--- config.mk ---
export PLATFORM = sky130hd
export DESIGN_NAME = bresenham_line_rasterizer
export DESIGN_NICKNAME = d
export VERILOG_FILES = /design/src/hw/rtl/bres_pkg.sv /design/src/hw/rtl/bres_setup.sv /design/src/hw/rtl/bres_core.sv /design/src/hw/rtl/bresenham_line_rasterizer.sv
export SDC_FILE = /design/constraint.sdc
export NUM_CORES = 1
export LEC_CHECK = 0
export ABC_AREA = 0
export BUFFER_PORTS_ARGS = -buffer_cell sky130_fd_sc_hd__buf_2
export CELL_PAD_IN_SITES_DETAIL_PLACEMENT = 0
export CELL_PAD_IN_SITES_GLOBAL_PLACEMENT = 2
export CORE_MARGIN = 3
export CORE_UTILIZATION = 39
export DETAILED_ROUTE_END_ITERATION = 7
export GPL_TIMING_DRIVEN = 0
export MAX_ROUTING_LAYER = met4
export PLACE_DENSITY_LB_ADDON = 0.1
export SYNTH_ARGS = -nofsm -noshare
export SYNTH_HDL_FRONTEND = slang
export SYNTH_SLANG_ARGS = --single-unit
--- constraint.sdc ---
create_clock -name clk_i -period 8.1 [get_ports clk_i]
set_input_delay 1.215 -clock clk_i [delete_from_list [all_inputs] [get_ports clk_i]]
set_output_delay 1.215 -clock clk_i [all_outputs]
set_load 0.005 [all_outputs]
--- src/hw/rtl/bres_pkg.sv ---
// ----------------------------------------------------------------------------
// bres_pkg
// shared word types and codes of the line rasterizer
// ----------------------------------------------------------------------------
package bres_pkg;

  localparam int FIELD_W = 10;

  typedef enum logic {
    KIND_LOAD = 1'b0,
    KIND_STEP = 1'b1
  } kind_e;

  typedef struct packed {
    kind_e              kind;
    logic [FIELD_W-1:0] start_x;
    logic [FIELD_W-1:0] start_y;
    logic [FIELD_W-1:0] end_x;
    logic [FIELD_W-1:0] end_y;
  } in_word_t;

  typedef struct packed {
    logic [FIELD_W-1:0] pixel_x;
    logic [FIELD_W-1:0] pixel_y;
    logic               last_pixel;
  } out_word_t;

endpackage

--- src/hw/rtl/bres_setup.sv ---
// ----------------------------------------------------------------------------
// bres_setup
// line setup from two endpoints: deltas, directions, steep flag, start terms
// ----------------------------------------------------------------------------
module bres_setup #(
  parameter int COORD_BITS = 10
) (
  input  bres_pkg::in_word_t       word_i,
  output logic                     steep_o,
  output logic [COORD_BITS-1:0]    major_o,
  output logic [COORD_BITS-1:0]    minor_o,
  output logic [COORD_BITS-1:0]    delta_major_o,
  output logic [COORD_BITS-1:0]    delta_minor_o,
  output logic                     dir_major_neg_o,
  output logic                     dir_minor_neg_o,
  output logic signed [COORD_BITS+2:0] decision_o,
  output logic [COORD_BITS:0]      pixels_left_o
);

  localparam int CW = COORD_BITS;
  localparam int PW = COORD_BITS + 1;

  logic [CW-1:0] sx, sy, ex, ey, dx, dy;
  logic          xneg, yneg;

  assign sx = CW'(word_i.start_x);
  assign sy = CW'(word_i.start_y);
  assign ex = CW'(word_i.end_x);
  assign ey = CW'(word_i.end_y);

  assign xneg = ex < sx;
  assign yneg = ey < sy;
  assign dx   = xneg ? sx - ex : ex - sx;
  assign dy   = yneg ? sy - ey : ey - sy;

  assign steep_o         = dy > dx;
  assign major_o         = steep_o ? sy : sx;
  assign minor_o         = steep_o ? sx : sy;
  assign delta_major_o   = steep_o ? dy : dx;
  assign delta_minor_o   = steep_o ? dx : dy;
  assign dir_major_neg_o = steep_o ? yneg : xneg;
  assign dir_minor_neg_o = steep_o ? xneg : yneg;

  // 2*dminor - dmajor
  assign decision_o = $signed({2'b00, delta_minor_o, 1'b0})
                    - $signed({3'b000, delta_major_o});
  assign pixels_left_o = {1'b0, delta_major_o} + PW'(1);

endmodule

--- src/hw/rtl/bres_core.sv ---
// ----------------------------------------------------------------------------
// bres_core
// line state, one bresenham step per cycle and the result register
// ----------------------------------------------------------------------------
module bres_core #(
  parameter int COORD_BITS = 10
) (
  input  logic                clk_i,
  input  logic                rst_ni,
  input  logic                item_valid_i,
  input  bres_pkg::in_word_t  item_i,
  input  logic                out_stall_i,
  output logic                out_valid_o,
  output bres_pkg::out_word_t out_word_o
);

  localparam int CW = COORD_BITS;
  localparam int DW = COORD_BITS + 3;
  localparam int PW = COORD_BITS + 1;
  localparam int FW = bres_pkg::FIELD_W;

  logic                 steep_q, steep_d;
  logic [CW-1:0]        major_q, major_d, minor_q, minor_d;
  logic [CW-1:0]        dmaj_q, dmaj_d, dmin_q, dmin_d;
  logic                 majneg_q, majneg_d, minneg_q, minneg_d;
  logic signed [DW-1:0] dec_q, dec_d;
  logic [PW-1:0]        left_q, left_d;
  logic                 active_q, active_d;
  logic                 out_valid_q, out_valid_d;
  bres_pkg::out_word_t  out_word_q, out_word_d;

  logic                 su_steep, su_majneg, su_minneg;
  logic [CW-1:0]        su_major, su_minor, su_dmaj, su_dmin;
  logic signed [DW-1:0] su_dec;
  logic [PW-1:0]        su_left;

  logic                 do_load, do_step, last, dec_pos;
  logic signed [DW-1:0] two_min, two_maj;

  bres_setup #(.COORD_BITS(COORD_BITS)) u_setup (
    .word_i          (item_i),
    .steep_o         (su_steep),
    .major_o         (su_major),
    .minor_o         (su_minor),
    .delta_major_o   (su_dmaj),
    .delta_minor_o   (su_dmin),
    .dir_major_neg_o (su_majneg),
    .dir_minor_neg_o (su_minneg),
    .decision_o      (su_dec),
    .pixels_left_o   (su_left)
  );

  assign do_load = item_valid_i && (item_i.kind == bres_pkg::KIND_LOAD);
  assign do_step = item_valid_i && (item_i.kind == bres_pkg::KIND_STEP) && active_q;
  assign last    = left_q <= PW'(1);
  assign dec_pos = !dec_q[DW-1] && (dec_q != '0);
  assign two_min = $signed({2'b00, dmin_q, 1'b0});
  assign two_maj = $signed({2'b00, dmaj_q, 1'b0});

  always_comb begin
    steep_d     = steep_q;
    major_d     = major_q;
    minor_d     = minor_q;
    dmaj_d      = dmaj_q;
    dmin_d      = dmin_q;
    majneg_d    = majneg_q;
    minneg_d    = minneg_q;
    dec_d       = dec_q;
    left_d      = left_q;
    active_d    = active_q;
    out_word_d  = out_word_q;
    out_valid_d = out_valid_q && out_stall_i;
    if (do_load) begin
      steep_d  = su_steep;
      major_d  = su_major;
      minor_d  = su_minor;
      dmaj_d   = su_dmaj;
      dmin_d   = su_dmin;
      majneg_d = su_majneg;
      minneg_d = su_minneg;
      dec_d    = su_dec;
      left_d   = su_left;
      active_d = 1'b1;
    end else if (do_step) begin
      out_valid_d           = 1'b1;
      out_word_d.pixel_x    = steep_q ? FW'(minor_q) : FW'(major_q);
      out_word_d.pixel_y    = steep_q ? FW'(major_q) : FW'(minor_q);
      out_word_d.last_pixel = last;
      if (dec_pos) begin
        minor_d = minneg_q ? minor_q - CW'(1) : minor_q + CW'(1);
        dec_d   = dec_q + two_min - two_maj;
      end else begin
        dec_d   = dec_q + two_min;
      end
      major_d = majneg_q ? major_q - CW'(1) : major_q + CW'(1);
      if (last) begin
        left_d   = '0;
        active_d = 1'b0;
      end else begin
        left_d   = left_q - PW'(1);
      end
    end
  end

  always_ff @(posedge clk_i or negedge rst_ni) begin
    if (!rst_ni) begin
      steep_q     <= 1'b0;
      major_q     <= '0;
      minor_q     <= '0;
      dmaj_q      <= '0;
      dmin_q      <= '0;
      majneg_q    <= 1'b0;
      minneg_q    <= 1'b0;
      dec_q       <= '0;
      left_q      <= '0;
      active_q    <= 1'b0;
      out_valid_q <= 1'b0;
    end else begin
      steep_q     <= steep_d;
      major_q     <= major_d;
      minor_q     <= minor_d;
      dmaj_q      <= dmaj_d;
      dmin_q      <= dmin_d;
      majneg_q    <= majneg_d;
      minneg_q    <= minneg_d;
      dec_q       <= dec_d;
      left_q      <= left_d;
      active_q    <= active_d;
      out_valid_q <= out_valid_d;
    end
  end

  always_ff @(posedge clk_i) begin
    out_word_q <= out_word_d;
  end

  assign out_valid_o = out_valid_q;
  assign out_word_o  = out_word_q;

endmodule

--- src/hw/rtl/bresenham_line_rasterizer.sv ---
// ----------------------------------------------------------------------------
// bresenham_line_rasterizer
// integer line rasterizer, one pixel per clock unless the output stalls, all eight octants
// ----------------------------------------------------------------------------
// input channel (in_valid_i / in_stall_o / in_word_i): a load word carries
// two endpoints and replaces any line in progress; a step word asks for the
// next pixel. a step word with no line loaded gives nothing.
// output channel (out_valid_o / out_stall_i / out_word_o): one word per pixel,
// start point to end point inclusive, last_pixel set on the end point.
// a step word passes the input register and then the result register before
// its pixel shows. throughput: one word per cycle in either direction while
// the output does not stall; each step updates the line state combinationally.
// the input register and the result register separate the two channels.
// when the receiver stalls, the pixel holds in the result register, one more
// word waits in the input register, then in_stall_o rises.
// reset clears the line state: no line is active until a load word.
// ----------------------------------------------------------------------------
module bresenham_line_rasterizer #(
  parameter int COORD_BITS = 10
) (
  input  logic                clk_i,
  input  logic                rst_ni,
  input  logic                in_valid_i,
  output logic                in_stall_o,
  input  bres_pkg::in_word_t  in_word_i,
  output logic                out_valid_o,
  input  logic                out_stall_i,
  output bres_pkg::out_word_t out_word_o
);

  logic               in_valid_q, in_valid_d;
  bres_pkg::in_word_t in_word_q;
  logic               advance, accept;

  assign advance    = !out_valid_o || !out_stall_i;
  assign in_stall_o = in_valid_q && !advance;
  assign accept     = in_valid_i && !in_stall_o;

  always_comb begin
    in_valid_d = in_valid_q && !advance;
    if (accept) begin
      in_valid_d = 1'b1;
    end
  end

  always_ff @(posedge clk_i or negedge rst_ni) begin
    if (!rst_ni) begin
      in_valid_q <= 1'b0;
    end else begin
      in_valid_q <= in_valid_d;
    end
  end

  always_ff @(posedge clk_i) begin
    if (accept) begin
      in_word_q <= in_word_i;
    end
  end

  bres_core #(.COORD_BITS(COORD_BITS)) u_core (
    .clk_i        (clk_i),
    .rst_ni       (rst_ni),
    .item_valid_i (in_valid_q && advance),
    .item_i       (in_word_q),
    .out_stall_i  (out_stall_i),
    .out_valid_o  (out_valid_o),
    .out_word_o   (out_word_o)
  );

endmodule

==> run_results.csv <==
group,metric,value,unit
critical_path,worstSetupPathType,"reg -> reg",
grt,grt_first_pass_wirelength,48.5,mm
timing,worst_clock_skew,0.0133,ns
timing,finalSetupViolations,0,
routing,wirelength,31.1,mm
cells_and_area,drive_gt1_share,12.3,%
synthesis,ys_warn_count,0,
synthesis,yosysTopAreaCell,"edfxtp_1",
power_and_ir_drop,power_density,478,nW/um^2
synthesis,synthCells,1147,
timing,hold_viol_final,0,
synthesis,syn_area_per_cell,8.82,sq um
routing,via_per_inst,5.41,
place,placed_cells,1546,
floorplan,start_util,40.0,%
floorplan,io_pins,68,
floorplan,die_area,27900,sq um
hold_path,hold_class,"reg -> reg",
timing,rsz0062_at_grt,"false",
clock_network,cts_inserted_buffers,17,
synthesis,synth_edf_count,62,
clock_network,insertion_delay,0.43,ns
cells_and_area,multi_input_area,5940,sq um
routing,drc,0,
floorplan,core_area,25300,sq um
critical_path,cp_num_buf_inv,5,
timing,relSlewSlack,36.9,%
cells_and_area,fillers,2535,
cells_and_area,final_core_util,45.6,%
cells_and_area,diodes,0,
job,drv_cap,0,
synthesis,netlist_top_cells_count,"nand2_1 (120), inv_1 (102), o21ai_0 (93), ha_1 (91), a21oi_1 (90)",
clock_network,h-tree-depth,4,
cells_and_area,area_growth,14.2,%
place,place.detailed.hpwl,24.2,mm
routing,vias,8534,
grt,grt_max_degree,59,
timing,period_share,93.6,%
critical_path,crit_fanout,16,
power_and_ir_drop,ir_drop,0.233,mV
timing,worst_slew_pin_slew,0.943,ns
grt,antenna_found_initial,0,
critical_path,cp_slowest_cell,"a222oi_1",
cells_and_area,final_cells,1577,
critical_path,critPathCaptureType,"flop",
cells_and_area,seqCellArea,3610,sq um
power_and_ir_drop,p_leak,0.00511,uW
clock_network,cts_root_buf,"clkbuf_16",
clock_network,hold_buffers,0,
critical_path,arrival,7.91,ns
synthesis,synth_seq_cells,132,
floorplan,rows,58,
grt,grt_pass1_vias,8322,
synthesis,yosysSeqAreaShare,35.7,%
routing,ant_nets,0,
critical_path,crit_required,8.43,ns
floorplan,chipWidth,167,um
outcome,status,"completed",
routing,first_pass_iters,5,
critical_path,critical-path-max-stage-delay,0.52,ns
floorplan,die_y,167,um
synthesis,synthesis.area,10100,sq um
timing,max_freq,132,MHz
grt,overflow,0,
cells_and_area,nNetsFinal,1378,
place,place_congestion,0.854,
synthesis,synth_top_area_share,18.4,%
synthesis,synth.area.top_cells,"edfxtp_1 (18%), dfrtp_1 (17%), ha_1 (11%)",
clock_network,cts_tree,"done",
clock_network,clk_pin_slew_worst_paths,0.06,ns
clock_network,cts_buffer_depth,2,
routing,drtIter0Drc,524,
clock_network,cts.sinks,132,
timing,finalCriticalPeriod,7.58,ns
routing,routedWlPerCell,19.8,um
place,port_buffers,67,
synthesis,syn_nets,1291,
timing,slew_viol_final,0,
critical_path,start_kind,"flop",
synthesis,netlist-cell-type-count,79,
grt,grtUsageTotal,23.1,%
synthesis,ys.flop_type,"dfrtp_1",
power_and_ir_drop,power,5530,uW
synthesis,synth.most_common_cell,"nand2_1",
critical_path,critical_path.top_delay_family,"compound AO/OA/AOI/OAI gates",
synthesis,async_reset_ff_share,53.0,%
[kinds of logic after synthesis]
| group | Yosys count | synth area share [%] |
|---|---|---|
| flip-flops | 132 | 35.7 |
| AO/OA/AOI/OAI | 361 | 23.0 |
| multiplexers | 37 | 3.89 |
| AND/OR/NAND/NOR | 311 | 14.0 |
| adder cells (fa/ha/maj) | 100 | 12.9 |
| buffers and inverters | 152 | 5.80 |
| XOR/XNOR | 54 | 4.67 |
[per-stage QoR]
step                      hold slack [ns]  instance area, sq um  worst slack (ns)  TNS, ns
after floorplan                     0.446                 10100              1.52        0
final                               0.496                 11600             0.520        0
after global routing                0.528                 11600            0.0872        0
after CTS                           0.500                 11600            0.0571        0
after global placement              0.465                 10900            -0.385   -0.960
after detailed placement            0.486                 10900            -0.325   -0.761
[tightest hold or removal path, stage by stage (launching register included)]
cell and delay [ns]:
dfrtp_1 0.35, nand2_1 0.05, nand2_1 0.06
[sequential cells by signal (all words and copies together), names as in the netlist]
name / flops
in_valid_q: 1
in_word_q: 41
u_core.active_q: 1
u_core.dec_q: 13
u_core.dmaj_q: 10
u_core.dmin_q: 10
u_core.left_q: 11
u_core.majneg_q: 1
u_core.major_q: 10
u_core.minneg_q: 1
u_core.minor_q: 10
u_core.out_valid_o: 1
u_core.out_word_o: 21
u_core.steep_q: 1
[placed cells by master, fill, tap and decap left out, types with 19 or more instances in the layout]
cell        n
a21oi_1    90
clkbuf_1   34
inv_1     102
o21ai_0    93
a211oi_1   31
dfrtp_1    70
edfxtp_1   62
nand2_1   119
ha_1       91
a21o_1     30
nand3_1    23
nor2_1     81
mux2_2     19
xnor2_1    47
buf_2      71
[cell type report]
cell class	count	share of cell area (%)
multi-input cells	863	51.4
flip-flops and latches	132	31.3
clock buffers	18	3.71
well taps	330	3.57
inverters	105	3.41
repair buffers	69	3.33
plain buffers	46	1.69
clock inverters	14	1.67
[final timing paths]
path	startpoint	slack, ns	depth (start not counted)	to
worst min-delay path	u_core.active_q	0.50	2	u_core.active_q
worst min register to register	u_core.active_q	0.50	2	u_core.active_q
max in group asynchronous	rst_ni	6.88	2	u_core.major_q[6]
worst max register to register	in_word_q[30]	0.52	29	u_core.dec_q[10]
min in group asynchronous	rst_ni	0.64	1	u_core.dmaj_q[8]
worst max-delay path	in_word_q[30]	0.52	29	u_core.dec_q[10]
[power by group]
part | internal [uW] | switching [uW]
clock | 496 | 345
combinational | 1440 | 2110
sequential | 934 | 199
total | 2870 | 2660
[what timing repair did]
item,CTS,global route
setup buffers,0,0
gates resized for setup,5,4
endpoints found under the setup margin,5,7
[metal layers]
metal / vias up / routed length, um / global-route usage (%)
met3: 13 / 1200 / 2.71
li1: 4297 / - / -
met1: 4063 / 15600 / 33.0
met2: 161 / 14200 / 36.0
met5: - / 0 / -
met4: 0 / 204 / 4.09
Power figures use the tool's default switching activity.
